==> src/stereo_ten_band_graphic_equalizer_defines.svh <==
// Assertion macros used by the equalizer top level.
`ifndef STEREO_TEN_BAND_GRAPHIC_EQUALIZER_DEFINES_SVH
`define STEREO_TEN_BAND_GRAPHIC_EQUALIZER_DEFINES_SVH
`ifndef SYNTHESIS
`define GEQ_ASSERT_IMPLY(label, clk, rst_n, ante, cons) \
    label: assert property (@(posedge clk) disable iff (!rst_n) (ante) |-> (cons)) \
        else $error("equalizer assertion failed");
`define GEQ_ASSERT_NEXT(label, clk, rst_n, ante, cons) \
    label: assert property (@(posedge clk) disable iff (!rst_n) (ante) |=> (cons)) \
        else $error("equalizer assertion failed");
`else
`define GEQ_ASSERT_IMPLY(label, clk, rst_n, ante, cons)
`define GEQ_ASSERT_NEXT(label, clk, rst_n, ante, cons)
`endif
`endif

==> src/geq_pkg.sv <==
`timescale 1ns / 1ps
package geq_pkg;

    localparam int MaxBands    = 10;
    localparam int BandIdxW    = 4;
    localparam int SampleW     = 16;
    localparam int GainW       = 16;
    localparam int GlobalGainW = 15;
    localparam int CfgIdxW     = 2;
    localparam int CfgDataW    = 64;
    localparam int CoefW       = 32;

    localparam logic [CfgIdxW-1:0] RegGains03    = 2'd0;
    localparam logic [CfgIdxW-1:0] RegGains47    = 2'd1;
    localparam logic [CfgIdxW-1:0] RegGains89    = 2'd2;
    localparam logic [CfgIdxW-1:0] RegGlobalGain = 2'd3;

    localparam logic [GlobalGainW-1:0] GlobalGainReset = 15'd8192;

    localparam int StateW = 4;
    localparam logic [StateW-1:0] StIdle     = 4'd0;
    localparam logic [StateW-1:0] StMulA     = 4'd1;
    localparam logic [StateW-1:0] StMulG     = 4'd2;
    localparam logic [StateW-1:0] StMulB     = 4'd3;
    localparam logic [StateW-1:0] StSub      = 4'd4;
    localparam logic [StateW-1:0] StBandOut  = 4'd5;
    localparam logic [StateW-1:0] StMulGain  = 4'd6;
    localparam logic [StateW-1:0] StAcc      = 4'd7;
    localparam logic [StateW-1:0] StMulHi    = 4'd8;
    localparam logic [StateW-1:0] StMulLo    = 4'd9;
    localparam logic [StateW-1:0] StPAdd     = 4'd10;
    localparam logic [StateW-1:0] StResult   = 4'd11;

    typedef logic signed [CoefW-1:0] t_tab [MaxBands];
    typedef logic [MaxBands-1:0][GainW-1:0] t_gains;

    // Coefficients in millionths, band 0 lowest.
    localparam t_tab MicroA = '{
        32'sd3013, 32'sd8490, 32'sd15374, 32'sd29328, 32'sd47918,
        32'sd130408, 32'sd226555, 32'sd344937, 32'sd366438, 32'sd379009
    };
    localparam t_tab MicroB = '{
        32'sd993973, 32'sd983019, 32'sd969252, 32'sd941343, 32'sd904163,
        32'sd739184, 32'sd546889, 32'sd310127, 32'sd267123, 32'sd241981
    };
    localparam t_tab MicroG = '{
        32'sd1993901, 32'sd1982437, 32'sd1967331, 32'sd1934254, 32'sd1884869,
        32'sd1582718, 32'sd1015267, -32'sd181410, -32'sd521151, -32'sd808451
    };

    typedef struct packed {
        logic signed [SampleW-1:0] left_sample;
        logic signed [SampleW-1:0] right_sample;
    } t_in;

    typedef struct packed {
        logic signed [SampleW-1:0] left_out;
        logic signed [SampleW-1:0] right_out;
    } t_out;

    typedef struct packed {
        logic [StateW-1:0]       state;
        logic [BandIdxW-1:0]     band;
        logic signed [CoefW-1:0] coef;
        logic signed [GainW-1:0] gain;
        logic                    load;
        logic                    commit;
    } t_ctl;

    // Rounds each coefficient to the given number of fraction bits, halves away from zero.
    function automatic t_tab coef_tab(input t_tab micro, input int frac);
        t_tab        res;
        logic [63:0] mag;
        logic [63:0] q;
        for (int k = 0; k < MaxBands; k++) begin
            mag = (micro[k] < 0) ? 64'(-64'(micro[k])) : 64'(micro[k]);
            q = ((mag << frac) + 64'd500000) / 64'd1000000;
            res[k] = (micro[k] < 0) ? -$signed(q[CoefW-1:0]) : $signed(q[CoefW-1:0]);
        end
        return res;
    endfunction

endpackage

==> src/geq_stream_if.sv <==
`timescale 1ns / 1ps
interface geq_stream_if #(
    parameter type T = geq_pkg::t_in
);
    logic valid;
    logic ready;
    T     data;

    modport source (output valid, output data, input ready);
    modport sink (input valid, input data, output ready);
endinterface

==> src/geq_merge.sv <==
`timescale 1ns / 1ps
module geq_merge (
    input  logic                               i_clk,
    input  logic                               i_rst_n,
    input  logic                               i_commit,
    input  logic signed [geq_pkg::SampleW-1:0] i_results [2],
    output logic                               o_out_free,
    geq_stream_if.source                       o_result
);

    logic           r_valid;
    geq_pkg::t_out  r_data;

    always_ff @(posedge i_clk) begin
        if (!i_rst_n) begin
            r_valid <= 1'b0;
        end else if (i_commit) begin
            r_valid <= 1'b1;
        end else if (o_result.ready) begin
            r_valid <= 1'b0;
        end
    end

    always_ff @(posedge i_clk) begin
        if (i_commit) begin
            r_data.left_out  <= i_results[0];
            r_data.right_out <= i_results[1];
        end
    end

    assign o_out_free     = !r_valid || o_result.ready;
    assign o_result.valid = r_valid;
    assign o_result.data  = r_data;

endmodule

==> src/flat_wrapper.sv <==
// flat-port wrapper written by rule: the top's interface ports become plain ports
module geq_merge_flat 
  (i_clk, i_rst_n, i_commit, i_results, o_out_free, o_result_valid, o_result_data, o_result_ready);
  geq_stream_if o_result_i ();
  input  logic i_clk;
  input  logic i_rst_n;
  input  logic i_commit;
  input  logic signed [geq_pkg::SampleW-1:0] i_results[2];
  output logic o_out_free;
  output wire logic [$bits(o_result_i.valid)-1:0] o_result_valid;
  output wire logic [$bits(o_result_i.data)-1:0] o_result_data;
  input wire logic [$bits(o_result_i.ready)-1:0] o_result_ready;
  assign o_result_valid = o_result_i.valid;
  assign o_result_data = o_result_i.data;
  assign o_result_i.ready = o_result_ready;
  geq_merge u_core (.i_clk(i_clk), .i_rst_n(i_rst_n), .i_commit(i_commit), .i_results(i_results), .o_out_free(o_out_free), .o_result(o_result_i));
endmodule
==> config.mk <==
export PLATFORM = sky130hd
export DESIGN_NAME = geq_merge_flat
export DESIGN_NICKNAME = d
export VERILOG_FILES = /design/src/stereo_ten_band_graphic_equalizer_defines.svh /design/src/geq_pkg.sv /design/src/geq_stream_if.sv /design/src/geq_merge.sv /design/src/flat_wrapper.sv
export SDC_FILE = /design/constraint.sdc
export NUM_CORES = 1
export LEC_CHECK = 0
export CAP_MARGIN = 20
export CORE_ASPECT_RATIO = 0.6
export CORE_MARGIN = 10
export CORE_UTILIZATION = 43
export DETAILED_ROUTE_END_ITERATION = 10
export DONT_BUFFER_PORTS = 1
export PLACE_DENSITY = 0.69
export SLEW_MARGIN = 20
export SYNTH_ARGS = -nofsm -noshare
export SYNTH_HDL_FRONTEND = slang
export SYNTH_SLANG_ARGS = --single-unit
==> constraint.sdc <==
create_clock -name i_clk -period 0.8 [get_ports i_clk]
set_input_delay 0.12 -clock i_clk [delete_from_list [all_inputs] [get_ports i_clk]]
set_output_delay 0.12 -clock i_clk [all_outputs]
set_load 0.01 [all_outputs]
# Word level (Yosys, flattened, before mapping)
# Index checks and enable logic that the tools add are counted.
# classes
mux	2
reduce_logical	3
# ops
op	n
$mux 1	2
$reduce_bool 2->1	1
$logic_not 1->1	1
$logic_or 1x1->1	1
# word_totals
reg_bits	33
inputBits	36
output_inout_bits	34
word_cells	8

# Longest topological paths before layout
# depth
depth_word	2
depth_mapped	2
mapped_depth_nobuf	2

# Worst setup path before layout
# OpenSTA, ideal clock, no wires.
# synth_path
path_kind	register to register
startpoint	reg, netlist name u_core.o_result.valid
endpoint	reg u_core.r_valid, in the netlist u_core.o_result.valid
t_arrival_ns	0.598
t_required_ns	0.734
setup_slack_ns	0.136
path_stages_with_launch	3
n_path_buf	0
cell_sequence	dfxtp_1 nand2b_4 a21boi_2
# synth_rtl
element	line	source
end signal: assignment	geq_merge.sv:16	r_valid <= 1'b0;
end signal: assignment	geq_merge.sv:18	r_valid <= 1'b1;
end signal: assignment	geq_merge.sv:20	r_valid <= 1'b0;
end: declaration	geq_merge.sv:11	logic r_valid;

# Worst setup path after layout
# layout_path
startpoint	reg u_core.r_valid, in the netlist u_core.o_result.valid
endpoint	out o_result_valid
# layout_rtl
element	line	source
end: declaration	flat_wrapper.sv:10	output wire logic [$bits(o_result_i.valid)-1:0] o_result_valid;
# No word-level cell between the ends.

==> run summary <==
STATUS
--------------------------------------------------------------------------------------
Status                                                                    complete, but fails checks
Failing checks                                                            hold timing, setup timing

CRITICAL PATH
--------------------------------------------------------------------------------------
Crit path from                                                            u_core.o_result.valid
Launch point of the worst reg-to-reg path                                 u_core.o_result.valid
Type of the setup path with the least slack                               flip-flop to output port
Arrival @ worst endpoint                                                        740 ps
Cell with the largest stage delay on the worst path                       sky130_fd_sc_hd__dfxtp_4
Critical path capture point type                                           output port
Critical path data required time                                                680 ps
Startpoint class of the critical path                                        flip-flop
Crit-path cells                                                                  buf_6
Largest stage delay, worst path                                                 360 ps
Worst-case register-to-register setup slack                                     170 ps
Max Fanout on Critical Path                                                          2
Reg2reg path depth                                                                   2
Reg-to-Reg End                                                            u_core.o_result.valid
Crit-path leading delay family                                              flip-flops
Logic depth of the worst path, buffers included                                      1
Buf+Inv Stages, Crit Path                                                            1
Last element of the critical path                                         o_result_valid

DETAILED ROUTING
--------------------------------------------------------------------------------------
Number of detailed-route iterations in the first pass                                4
Number of vias per cell                                                           4.54
Iteration-0 DRC Markers                                                             34
Remaining number of nets flagged by the antenna check after routing                  0
Final routed wirelength across all metal layers                                2590 um
DRC violations left                                                                  0
Routed wire length per instance                                                23.5 um
Total number of vias                                                               499

FINAL LAYOUT
--------------------------------------------------------------------------------------
Synthesis-to-finish area growth                                                  47.2%
Util after Layout                                                                67.7%
Final cell count without fillers                                                   110
Most common cell after layout, fill and taps aside                        sky130_fd_sc_hd__dlygate4sd3_1
Highest-count cells in the layout ignoring fill and taps                  sky130_fd_sc_hd__dlygate4sd3_1 (34), sky130_fd_sc_hd__edfxtp_1 (32), sky130_fd_sc_hd__clkbuf_8 (5)
Ratio of cells with drive above 1 in the final layout                            12.7%
Number of nets in the layout                                                       114
Final instance area                                                        0.00149 mm2

PLACEMENT
--------------------------------------------------------------------------------------
Count of buffers from port buffering                                                 0
Placed cells                                                                        67
Area of placed instances                                                   0.00105 mm2
Post-place setup slack                                                          161 ps
RD Place Congestion                                                              0.630

CTS
--------------------------------------------------------------------------------------
Number of setup buffers added after CTS                                              0
Hold buffer count at cts                                                            34
Level count of the clock H-tree                                                      2
Clock tree root driver cell                                               sky130_fd_sc_hd__clkbuf_8
Maximum count of clock buffers along a single path                                   2
Worst-path clk slew                                                              60 ps
Clock sink count                                                                    33
CTS tree                                                                           yes
Number of buffers inserted during clock tree synthesis                               5
Clk_lat worst skew                                                              270 ps

SYNTH
--------------------------------------------------------------------------------------
Compound-Gate Fraction of Synth Area                                             1.12%
Proportion of synthesized area in mux cells                                         0%
Total of flip-flops plus latches after synthesis                                    33
Number of distinct standard cells referenced by the synthesized netlist              5
Dominant combinational cell family by area after synthesis                simple AND/OR/NAND/NOR gates
Combined area of all synthesized cells                                     0.00101 mm2
Number of standard cells after synthesis                                            36
Mean instance size in the synthesized netlist                                 28.0 um2
Yosys synthesis warning count                                                        0
Sequential cell area fraction in the yosys report                                97.1%
Synthesized net count                                                               72
Fraction of the mapped netlist area in simple logic gates                        1.36%
Synthesized-area fraction occupied by xor and xnor cells                            0%
Area share of fa/ha/maj cells after synthesis                                       0%

POWER
--------------------------------------------------------------------------------------
Peak supply drop                                                              0.980 mV
Leakage                                                                       0.529 nW
Power Density                                                              2330 mW/mm2

GLOBAL ROUTE
--------------------------------------------------------------------------------------
Number of global-route vias before repair                                          564
First-pass GRT wire length                                                     3550 um
Overall Global Routing Usage                                                     10.9%
Global-route congestion overflow total                                               0
Maximum number of pins on one net before global-route repair                        34
Number of antenna violations at the first check in global routing                    1

FLOW RUN
--------------------------------------------------------------------------------------
Number of max-cap violations                                                         0

STA
--------------------------------------------------------------------------------------
Post-layout worst setup margin                                                -61.3 ps
Sum Neg Setup Slack                                                            -872 ps
Peak clock frequency supported by timing                                      1160 MHz
Clock period minus final worst setup slack                                      861 ps
Final clock period utilization by the worst path                                  108%
Setup repair after global routing missed its margin                               true
Final Hold Violating Endpoints                                                      32
Transition time of the tightest slew-check pin                                  157 ps
Relative slew slack                                                              89.5%
Final worst hold slack                                                        -39.7 ps
Setup-violating endpoint count in the final report                                  34
Final setup skew                                                                  0 ps
Final max-slew violation count                                                       0

DIE
--------------------------------------------------------------------------------------
Overall die area                                                           0.00475 mm2
Initial core utilization                                                         46.0%
Floorplan die width                                                            82.6 um
# IOs                                                                               70
Chip height                                                                    57.5 um
Core Footprint                                                             0.00220 mm2
Standard-cell row count                                                             13

MIN PATH
--------------------------------------------------------------------------------------
Worst min path class                                                      input pin to flip-flop

-- worst min-delay path by stage --
stage / from / endpoint / slack, ps / cells past startpoint
3_5_place_dp: i_results[5] / u_core.o_result.data[5] / 220 / 0
3_3_place_gp: i_results[14] / u_core.o_result.data[14] / 220 / 0
6_report: i_commit / u_core.o_result.data[22] / -40 / 0
2_1_floorplan: i_results[0] / u_core.o_result.data[0] / 220 / 0
4_1_cts: i_commit / u_core.o_result.data[5] / -50 / 0
5_1_grt: i_commit / u_core.o_result.data[14] / -60 / 0
-- synth_stat cells (all sizes together) --
cell type | count | area, um2
a21boi | 1 | 11.3
dfxtp | 1 | 20.0
edfxtp | 32 | 961
inv | 1 | 3.75
nand2b | 1 | 13.8
-- routing by layer --
layer	up-vias	share of wire, %	global-route usage (%)
met2	29	59	20.3
met1	242	30	8.27
met3	2	9.4	6.56
met4	0	1.1	6.18
met5	-	0	0
li1	226	-	-
-- repair_timing --
action | 4_1_cts | 5_1_grt
gates resized for setup | 2 | 1
gates cloned | 0 | 0
endpoints found under the setup margin | 34 | 34
hold endpoints to repair | 65 | 32
-- where the power goes --
group          switching, W  leakage [nW]  internal, W
Clock              0.000527        0.0430     0.000584
Sequential         0.000136         0.322      0.00206
Combinational     0.0000346         0.164     0.000123
-- cells by family (layout without fill, tap and decap cells) --
| kind of cell | Yosys count | in the layout |
|---|---|---|
| flip-flops | 33 | 33 |
| AO/OA/AOI/OAI | 1 | 1 |
| AND/OR/NAND/NOR | 1 | 1 |
| buffers and inverters | 1 | 44 |
| other | 0 | 1 |
-- final cells by class --
| type | count | area (um2) |
|---|---|---|
| multi-input combinational | 2 | 25.0 |
| timing repair buffer | 35 | 352 |
| sequential | 33 | 985 |
| antenna | 1 | 2.50 |
| fill | 144 | 709 |
| inverter | 1 | 3.75 |
| clock buffer | 5 | 68.8 |
| clock inverter | 3 | 12.5 |
| tap | 30 | 37.5 |
-- per-stage QoR --
step | hold WS [ps] | power, W
after global placement | 219 | 0.00225
final | -39.7 | 0.00346
after CTS | -50.8 | 0.00347
after floorplan | 219 | 0.00221
after detailed placement | 219 | 0.00225
after global routing | -59.0 | 0.00359
-- state kept, by name, indices dropped and copies added, names as in the netlist --
name,count
u_core.o_result.data,32
u_core.o_result.valid,1
(Power assumes the default switching activity.)
