**config.mk**
```make
export PLATFORM = sky130hd
export DESIGN_NAME = geq_lane
export DESIGN_NICKNAME = d
export VERILOG_FILES = /design/src/stereo_ten_band_graphic_equalizer_defines.svh /design/src/geq_pkg.sv /design/src/geq_lane.sv
export SDC_FILE = /design/constraint.sdc
export NUM_CORES = 2
export LEC_CHECK = 0
export BUFFER_PORTS_ARGS = -buffer_cell sky130_fd_sc_hd__buf_4
export CAP_MARGIN = 10
export CELL_PAD_IN_SITES_DETAIL_PLACEMENT = 0
export CELL_PAD_IN_SITES_GLOBAL_PLACEMENT = 2
export CORE_MARGIN = 2
export CORE_UTILIZATION = 44
export DETAILED_ROUTE_END_ITERATION = 6
export PLACE_DENSITY_LB_ADDON = 0.12
export SETUP_SLACK_MARGIN = 0.15
export SYNTH_ARGS = -nofsm -noshare
export SYNTH_HDL_FRONTEND = slang
export SYNTH_SLANG_ARGS = --single-unit
```
**constraint.sdc**
```tcl
create_clock -name i_clk -period 16.8 [get_ports i_clk]
set_input_delay 3.36 -clock i_clk [delete_from_list [all_inputs] [get_ports i_clk]]
set_output_delay 3.36 -clock i_clk [all_outputs]
set_load 0.02 [all_outputs]
```
**src/stereo_ten_band_graphic_equalizer_defines.svh**
```systemverilog
// Assertion macros used by the equalizer top level.
`ifndef STEREO_TEN_BAND_GRAPHIC_EQUALIZER_DEFINES_SVH
`define STEREO_TEN_BAND_GRAPHIC_EQUALIZER_DEFINES_SVH
`ifndef SYNTHESIS
`define GEQ_ASSERT_IMPLY(label, clk, rst_n, ante, cons) \
    label: assert property (@(posedge clk) disable iff (!rst_n) (ante) |-> (cons)) \
        else $error("equalizer assertion failed");
`define GEQ_ASSERT_NEXT(label, clk, rst_n, ante, cons) \
    label: assert property (@(posedge clk) disable iff (!rst_n) (ante) |=> (cons)) \
        else $error("equalizer assertion failed");
`else
`define GEQ_ASSERT_IMPLY(label, clk, rst_n, ante, cons)
`define GEQ_ASSERT_NEXT(label, clk, rst_n, ante, cons)
`endif
`endif

```
**src/geq_pkg.sv**
```systemverilog
`timescale 1ns / 1ps
package geq_pkg;

    localparam int MaxBands    = 10;
    localparam int BandIdxW    = 4;
    localparam int SampleW     = 16;
    localparam int GainW       = 16;
    localparam int GlobalGainW = 15;
    localparam int CfgIdxW     = 2;
    localparam int CfgDataW    = 64;
    localparam int CoefW       = 32;

    localparam logic [CfgIdxW-1:0] RegGains03    = 2'd0;
    localparam logic [CfgIdxW-1:0] RegGains47    = 2'd1;
    localparam logic [CfgIdxW-1:0] RegGains89    = 2'd2;
    localparam logic [CfgIdxW-1:0] RegGlobalGain = 2'd3;

    localparam logic [GlobalGainW-1:0] GlobalGainReset = 15'd8192;

    localparam int StateW = 4;
    localparam logic [StateW-1:0] StIdle     = 4'd0;
    localparam logic [StateW-1:0] StMulA     = 4'd1;
    localparam logic [StateW-1:0] StMulG     = 4'd2;
    localparam logic [StateW-1:0] StMulB     = 4'd3;
    localparam logic [StateW-1:0] StSub      = 4'd4;
    localparam logic [StateW-1:0] StBandOut  = 4'd5;
    localparam logic [StateW-1:0] StMulGain  = 4'd6;
    localparam logic [StateW-1:0] StAcc      = 4'd7;
    localparam logic [StateW-1:0] StMulHi    = 4'd8;
    localparam logic [StateW-1:0] StMulLo    = 4'd9;
    localparam logic [StateW-1:0] StPAdd     = 4'd10;
    localparam logic [StateW-1:0] StResult   = 4'd11;

    typedef logic signed [CoefW-1:0] t_tab [MaxBands];
    typedef logic [MaxBands-1:0][GainW-1:0] t_gains;

    // Coefficients in millionths, band 0 lowest.
    localparam t_tab MicroA = '{
        32'sd3013, 32'sd8490, 32'sd15374, 32'sd29328, 32'sd47918,
        32'sd130408, 32'sd226555, 32'sd344937, 32'sd366438, 32'sd379009
    };
    localparam t_tab MicroB = '{
        32'sd993973, 32'sd983019, 32'sd969252, 32'sd941343, 32'sd904163,
        32'sd739184, 32'sd546889, 32'sd310127, 32'sd267123, 32'sd241981
    };
    localparam t_tab MicroG = '{
        32'sd1993901, 32'sd1982437, 32'sd1967331, 32'sd1934254, 32'sd1884869,
        32'sd1582718, 32'sd1015267, -32'sd181410, -32'sd521151, -32'sd808451
    };

    typedef struct packed {
        logic signed [SampleW-1:0] left_sample;
        logic signed [SampleW-1:0] right_sample;
    } t_in;

    typedef struct packed {
        logic signed [SampleW-1:0] left_out;
        logic signed [SampleW-1:0] right_out;
    } t_out;

    typedef struct packed {
        logic [StateW-1:0]       state;
        logic [BandIdxW-1:0]     band;
        logic signed [CoefW-1:0] coef;
        logic signed [GainW-1:0] gain;
        logic                    load;
        logic                    commit;
    } t_ctl;

    // Rounds each coefficient to the given number of fraction bits, halves away from zero.
    function automatic t_tab coef_tab(input t_tab micro, input int frac);
        t_tab        res;
        logic [63:0] mag;
        logic [63:0] q;
        for (int k = 0; k < MaxBands; k++) begin
            mag = (micro[k] < 0) ? 64'(-64'(micro[k])) : 64'(micro[k]);
            q = ((mag << frac) + 64'd500000) / 64'd1000000;
            res[k] = (micro[k] < 0) ? -$signed(q[CoefW-1:0]) : $signed(q[CoefW-1:0]);
        end
        return res;
    endfunction

endpackage

```
**src/geq_lane.sv**
```systemverilog
`timescale 1ns / 1ps
module geq_lane #(
    parameter int BANDS          = 10,
    parameter int COEF_FRAC_BITS = 22
) (
    input  logic                               i_clk,
    input  logic                               i_rst_n,
    input  geq_pkg::t_ctl                      i_ctl,
    input  logic signed [geq_pkg::SampleW-1:0] i_sample,
    input  logic [geq_pkg::GlobalGainW-1:0]    i_global_gain,
    output logic signed [geq_pkg::SampleW-1:0] o_result
);

    localparam int BandW    = (BANDS > 1) ? $clog2(BANDS) : 1;
    localparam int InShift  = 19;
    localparam int HiShift  = 24;
    localparam int OutShift = 34;

    localparam logic signed [31:0] YMax   = 32'sh7FFF_FFFF;
    localparam logic signed [31:0] YMin   = 32'sh8000_0000;
    localparam logic signed [47:0] AccMax = 48'sh7FFF_FFFF_FFFF;
    localparam logic signed [47:0] AccMin = 48'sh8000_0000_0000;
    localparam logic signed [15:0] OutMax = 16'sh7FFF;
    localparam logic signed [15:0] OutMin = 16'sh8000;
    localparam logic [63:0]        TruncBias = (64'd1 << OutShift) - 64'd1;

    logic [BandW-1:0]   w_band;
    logic signed [15:0] r_x;
    logic signed [15:0] r_x1;
    logic signed [15:0] r_x2;
    logic signed [16:0] w_diff;
    logic signed [47:0] r_acc;
    logic signed [63:0] r_prod;
    logic signed [63:0] r_sum;
    logic signed [31:0] r_y;
    logic signed [63:0] r_p;

    logic [63:0]        r_hist [BANDS];
    logic [BANDS-1:0]   r_hval;
    logic [63:0]        r_rd;
    logic               r_rd_ok;
    logic signed [31:0] w_y1;
    logic signed [31:0] w_y2;

    logic signed [31:0] w_op_a;
    logic signed [31:0] w_op_b;
    logic signed [63:0] w_prod;

    logic signed [63:0] w_sh;
    logic signed [31:0] w_y;
    logic signed [63:0] w_acc_sum;
    logic signed [47:0] w_acc_next;
    logic signed [63:0] w_round;
    logic signed [63:0] w_q;
    logic               w_acc_add;

    assign w_band = i_ctl.band[BandW-1:0];
    assign w_diff = {r_x[15], r_x} - {r_x2[15], r_x2};
    assign w_y1   = r_rd_ok ? r_rd[63:32] : '0;
    assign w_y2   = r_rd_ok ? r_rd[31:0] : '0;

    always_comb begin
        w_op_a = '0;
        w_op_b = '0;
        case (i_ctl.state)
            geq_pkg::StMulA: begin
                w_op_a = i_ctl.coef;
                w_op_b = {{7{w_diff[16]}}, w_diff, 8'd0};
            end
            geq_pkg::StMulG: begin
                w_op_a = i_ctl.coef;
                w_op_b = w_y1;
            end
            geq_pkg::StMulB: begin
                w_op_a = i_ctl.coef;
                w_op_b = w_y2;
            end
            geq_pkg::StMulGain: begin
                w_op_a = {{16{i_ctl.gain[15]}}, i_ctl.gain};
                w_op_b = r_y;
            end
            geq_pkg::StMulHi: begin
                w_op_a = {{8{r_acc[47]}}, r_acc[47:24]};
                w_op_b = {17'd0, i_global_gain};
            end
            geq_pkg::StMulLo: begin
                w_op_a = {8'd0, r_acc[23:0]};
                w_op_b = {17'd0, i_global_gain};
            end
            default: begin
                w_op_a = '0;
                w_op_b = '0;
            end
        endcase
    end

    assign w_prod = 64'(w_op_a) * 64'(w_op_b);

    assign w_sh = r_sum >>> COEF_FRAC_BITS;
    always_comb begin
        if ((&w_sh[63:31]) || !(|w_sh[63:31])) begin
            w_y = w_sh[31:0];
        end else begin
            w_y = w_sh[63] ? YMin : YMax;
        end
    end

    assign w_acc_sum = 64'(r_acc) + r_prod;
    always_comb begin
        if ((&w_acc_sum[63:47]) || !(|w_acc_sum[63:47])) begin
            w_acc_next = w_acc_sum[47:0];
        end else begin
            w_acc_next = w_acc_sum[63] ? AccMin : AccMax;
        end
    end

    assign w_acc_add = ((i_ctl.state == geq_pkg::StMulA) && (i_ctl.band != '0))
                       || (i_ctl.state == geq_pkg::StAcc);

    // Truncation toward zero: negative products are biased before the arithmetic shift.
    assign w_round = r_p + (r_p[63] ? $signed(TruncBias) : 64'sd0);
    assign w_q     = w_round >>> OutShift;
    always_comb begin
        if ((&w_q[63:15]) || !(|w_q[63:15])) begin
            o_result = w_q[15:0];
        end else begin
            o_result = w_q[63] ? OutMin : OutMax;
        end
    end

    always_ff @(posedge i_clk) begin
        if (!i_rst_n) begin
            r_x1   <= '0;
            r_x2   <= '0;
            r_hval <= '0;
        end else begin
            if (i_ctl.commit) begin
                r_x2 <= r_x1;
                r_x1 <= r_x;
            end
            if (i_ctl.state == geq_pkg::StBandOut) begin
                r_hval[w_band] <= 1'b1;
            end
        end
    end

    always_ff @(posedge i_clk) begin
        r_prod <= w_prod;
        if (i_ctl.load) begin
            r_x   <= i_sample;
            r_acc <= 48'(i_sample) <<< InShift;
        end else if (w_acc_add) begin
            r_acc <= w_acc_next;
        end
        case (i_ctl.state)
            geq_pkg::StMulA: begin
                r_rd    <= r_hist[w_band];
                r_rd_ok <= r_hval[w_band];
            end
            geq_pkg::StMulG:    r_sum <= r_prod;
            geq_pkg::StMulB:    r_sum <= r_sum + r_prod;
            geq_pkg::StSub:     r_sum <= r_sum - r_prod;
            geq_pkg::StBandOut: begin
                r_y            <= w_y;
                r_hist[w_band] <= {w_y, w_y1};
            end
            geq_pkg::StMulLo:   r_p <= r_prod <<< HiShift;
            geq_pkg::StPAdd:    r_p <= r_p + r_prod;
            default: ;
        endcase
    end

endmodule

```
### Word-level counts from Yosys, hierarchy flattened

Memories as Yosys holds them, arrays and structs flattened. A register that Yosys moved wholly into a read port is not among the register bits.
Index checks and enable logic that the tools add are counted.
W data, S select, Z words.

* $add $sub $neg: 6
* $mul: 1
* $lt $le $gt $ge: 2
* eq/ne operators: 10
* muxes and demuxes: 21
* bitwise gates (word level): 1
* reduce and logical (&&, ||, !) cells: 21

Operators with widths (number)
* $mux W48: 4
* $pmux W64 S3: 1
* $pmux W32 S5: 1
* $add A64 B64 Y64: 2
* $mux W32: 4
* $pmux W32 S4: 1
* $pmux W64 S2: 1
* $add A48 B64 Y64: 1
* $add A64 B35 Y64: 1
* $mul A32 B32 Y64: 1
* $sub A64 B64 Y64: 1
* $mux W34: 1
* $mux W16: 2
* $reduce_and A17 Y1: 1
* $reduce_or A17 Y1: 1
* $sub A16 B16 Y17: 1
* $eq A4 B3 Y1 const B: 4
* $reduce_and A15 Y1: 1
* $reduce_or A15 Y1: 1
* $eq A4 B4 Y1 const B: 3
* $reduce_and A11 Y1: 1
* $reduce_or A11 Y1: 1
* $or A10 B10 Y10: 1
* $eq A4 B2 Y1 const B: 2
* 14 further kinds: 24

* register bits: 331
* bits in writable memories: 640
* input port bits: 91
* output and inout bits: 16
* logic and storage cells: 74
* memories kept: 1

Memory list
* r_hist: depth 10, width 64, read ports 1, clocked after memory_dff 1, wr ports 1, RTL line geq_lane.sv:38 `logic [63:0] r_hist [BANDS];`

### Longest topological paths before layout

* depth in word-level cells: 7
* gate-level depth with buffers: 48
* mapped depth without buffers: 45

### Worst setup path before layout

Ideal clock, no wire load.

* kind: in2reg
* start point: input port i_ctl[55] in the netlist's numbering
* end point: register r_prod[61]
* library setup time: 56 ps
* data arrival time: 13508 ps
* required time: 16744 ps
* slack: 3235 ps
* cell stages on the path: 37
* path buffers: 6
* cell sequence: clkbuf_1 nand2b_1 or3_1 clkbuf_1 inv_2 and3_1 clkbuf_1 or3_1 clkbuf_1 clkbuf_1 nand2_1 fa_1 inv_1 fa_1 fa_1 fa_1 fa_1 fa_1 fa_1 inv_1 fa_1 inv_1 ha_1 clkbuf_1 a2111oi_0 o211ai_1 a31oi_1 o21ai_0 a21o_1 nand4bb_1 a31oi_1 o221ai_1 o41ai_1 o21bai_1 and3_1 or4b_1 a21bo_2

* cells in the longest elaborated chain, start to end: 4
* elaborated cells on any way between the ends: 11
* classes of those cells: mul: 1; eq/ne: 6; mux: 2; reduce/logical: 2

Ends and longest elaborated chain
* start, declared: RTL line geq_lane.sv:8 `input geq_pkg::t_ctl i_ctl,`
* $eq A4 B1 Y1, or another cell as far along: RTL line geq_lane.sv:65 `case (i_ctl.state)`
* $reduce_or A3 Y1 (no line) / $reduce_or A2 Y1 (equally long branches)
* $pmux W32 S4 / $pmux W32 S5 (equally long branches): RTL line geq_lane.sv:65
* $mul A32 B32 Y64 (*): RTL line geq_lane.sv:97 `assign w_prod = 64'(w_op_a) * 64'(w_op_b);`
* via w_prod[61]: RTL line geq_lane.sv:47 `logic signed [63:0] w_prod;`
* end signal, assigned: RTL line geq_lane.sv:148 `r_prod <= w_prod;`
* end, declared: RTL line geq_lane.sv:33 `logic signed [63:0] r_prod;`

The timed path passes the listed nets; every way through them passes the cells marked *.
A chain may end at the register's enable or synchronous reset.

### Worst setup path after layout

Same ends and word-level chain as after synthesis.

==> metrics.md <==
| Metric | Value |
|---|---|
| Status | finished, final reports clean |
| Layout cells sized above 1 | 7.89% |
| Max VDD drop | roughly 0.09 mV |
| Post-CTS Setup Inserts | 0 |
| Global-route wire length before repair | approximately 430 mm |
| DR iter-0 viols | 5,136 |
| Starting density of the core | 44.4% |
| Crit path top cell by count | fa_1 |
| Clock latency on the worst-skew pair | between 700 and 800 ps |
| Least-Margin Pin Slew | 1370 ps |
| Post-Synth Adder-Cell Area | 30.5% |
| Final GP Congestion | 0.931 |
| DRT antenna net count | 0 |
| Rows | 164 |
| Fmax | 67.7 MHz |
| Post-detailed-routing wire length | 292 mm |
| CTS root buffer | clkbuf_16 |
| Fin crit share | slightly below 90% |
| Clk_skew | about 80 ps |
| Fin Setup TNS | 0 ps |
| Area Overhead vs Synth | 8.59% |
| # H-tree levels | 3 |
| CP Max Fanout | 43 |
| Simple-gate share of the synthesized area | about an eighth |
| Routed via count | 62.5k |
| Mux cell area share after synthesis | 4.49% |
| Clock Path Buffers | 3 |
| Leak | 41.1 nW |
| Final hold slack | approximately 460 ps |
| Sequential area share after synthesis | 33.6% |
| Synth Area in XOR/XNOR | 3.04% |
| CTS tree | yes |
| Initial antenna violation count | 18 |
| Die width | between 400 and 500 µm |
| Yosys cell types | 90 |
| DRC viols | 0 |
| Mean post-synth cell area | 10.6 µm² |
| I/O pin cnt | 107 |
| Synth Cell Area | about 89,000 µm² |
| Hold Buf Count CTS | 0 |
| Vias in the first global route | around 64k |
| Hold WC Path Type | reg -> reg |
| Global Route Usage Sum | 28.8% |
| Ys async rst share | 0% |
| Final hold violation count | 0 |
| Wire per inst | between 20 and 30 µm |
| Mapped Nets | 9,946 |
| WS Path Type | in -> reg |
| Crit path DAT | 15,410 ps |
| Worst EP required | 17,450 ps |
| Final nets | 9,937 |
| Core Area | 200,000 µm² |
| Area of the die | 205,000 µm² |
| Period minus WS final | 14,760 ps |
| Pre-antenna DRT Iters | 6 |
| Main combinational cell family by area after synthesis | adder cells |
| Largest net degree at the start of global routing | slightly below 90 |
| Max-cap viol count | 0 |
| Clock Sinks | 1,035 |
| Synth Warn # | 0 |
| Startpoint types | input pin |
| Detailed placer's ending HPWL | between 200 and 250 mm |
| Number of flops mapped to enable cells by yosys | 910 |
| Total CTS buffers | 105 |
| Total gr overflow | 0 |
| Post-synthesis compound-gate area fraction | 9.96% |
| Unrepaired setup endpoints after global routing | no |
| Synth Instances | 8,346 |
| Clock transition at path regs | 60 ps |
| Max-slew violations | 0 |
| Post-CTS sizing | 0 |
| Max incr delay on CP | around 830 ps |
| Die Ht | 453 µm |
| P per Cell Area | 98.0 nW/µm² |
| Final setup fails | 0 |
| Port buffer count | 106 |
| Crit. End Element | flop |
| CP max stage cell | nor2_2 |
| Yosys reg bits | 1,035 |
| Top_reg_cell synth | edfxtp_1 |
| Vias per std cell | 5.63 |
| Worst relative slew slack | 7.60% |
placed cells by master (no fill, tap or decap), drive strengths merged, types with 85 or more instances in the layout:
cell type,synthesis,final
a211oi,85,85
a21o,190,190
a21oi,382,382
and2,147,147
buf,46,273
clkbuf,343,127
dfxtp,125,125
edfxtp,910,910
fa,1086,1086
ha,423,423
inv,1193,1195
mux2i,103,103
mux4,130,130
nand2,1150,1150
nor2,459,459
nor2b,128,128
o21ai,299,299
xnor2,178,178
xor2,130,130
critical path: cells and delay by family:
family / cells / cell delay [ps]
AOI/OAI and AO/OA: 11 / 3270
adders and majority gates: 9 / 4260
buffers and inverters: 8 / 2040
and+or+nand+nor: 7 / 2330
sequential cells by signal (all words and copies together), names as in the netlist, 10 cells and up:
name    flops
r_acc      48
r_hist    640
r_hval     10
r_p        64
r_prod     64
r_rd       64
r_sum      64
r_x        16
r_x1       16
r_x2       16
r_y        32
routing by layer:
layer,global-route usage [%],vias up,routed length (µm)
met5,0,-,0
met4,9.04,0,10700
met2,45.6,1886,135000
li1,-,27900,-
met1,41.0,32300,129000
met3,3.86,330,17400
synth_stat cells, drive strengths merged, types with 13 or more instances:
cell,n,area share (%)
a21o,190,1.6
buf,46,0.23
o41ai,14,0.17
nand3,71,0.40
a221oi,16,0.16
inv,1193,5.0
o21bai,35,0.30
a21boi,18,0.15
o211ai,15,0.13
fa,1086,24
nor4,18,0.13
or4,16,0.15
and2,147,1.0
nor2b,128,0.90
or2,16,0.11
xor2,130,1.3
mux2i,103,1.2
a21oi,382,2.2
a31oi,44,0.31
xnor2,178,1.8
o31ai,32,0.27
mux4,130,3.3
nand2b,57,0.40
nand2,1150,4.9
clkbuf,343,1.5
a222oi,15,0.17
or3,26,0.20
ha,423,6.0
o21ai,299,1.7
dfxtp,125,2.8
a22oi,56,0.47
nor2,459,1.9
and4,13,0.13
o21a,39,0.33
and3,45,0.32
a211oi,85,0.72
nand4,52,0.37
nor3b,13,0.11
a211o,16,0.16
edfxtp,910,31
a31o,13,0.13
nor3,74,0.42
metrics by stage:
step	instance area [µm²]	setup slack, ps	utilization, %	std cells	power [W]
floorplan	88800	3240	-	8346	0.00582
global placement	93000	1590	46.5	10900	0.00714
detailed placement	93000	1430	46.5	10900	0.00714
CTS	96400	2180	48.2	11100	0.00947
global route	96400	1530	48.2	11100	0.00999
finish	96400	2040	48.2	11100	0.00944
area by class of cell:
cell class / count / area (µm²)
clock inverters: 69 / 589
fillers: 18500 / 104000
diodes: 9 / 22.5
repair buffers: 273 / 2070
multi-input cells: 5729 / 53300
flip-flops and latches: 1035 / 29800
well taps: 2656 / 3320
inverters: 1193 / 4480
clock buffers: 127 / 2760
final timing paths:
kind / startpoint / end / slack (ps) / cells past startpoint
max: i_ctl[55] / r_prod[61]$_DFF_P_ / 2040 / 35
min: r_hval[6]$_SDFFE_PN0P_ / r_hval[6]$_SDFFE_PN0P_ / 460 / 1
max reg2reg: r_x[0]$_DFFE_PP_ / r_prod[61]$_DFF_P_ / 2510 / 41
min reg2reg: r_hval[6]$_SDFFE_PN0P_ / r_hval[6]$_SDFFE_PN0P_ / 460 / 1
where the power goes:
part	total, W	internal, W	switching, W
logic	0.00390	0.00147	0.00242
clock network	0.00230	0.00125	0.00105
registers	0.00324	0.00297	0.000276
total	0.00944	0.00569	0.00375
kinds of logic (layout without fill, tap and decap cells):
group / Yosys count / in the layout
XOR/XNOR: 308 / 308
multiplexers: 235 / 235
AND/OR/NAND/NOR: 2310 / 2310
flip-flops: 1035 / 1035
adder cells (fa/ha/maj): 1509 / 1509
AO/OA/AOI/OAI: 1367 / 1367
buffers and inverters: 1582 / 1662
other: 0 / 9
(Power assumes the default switching activity.)
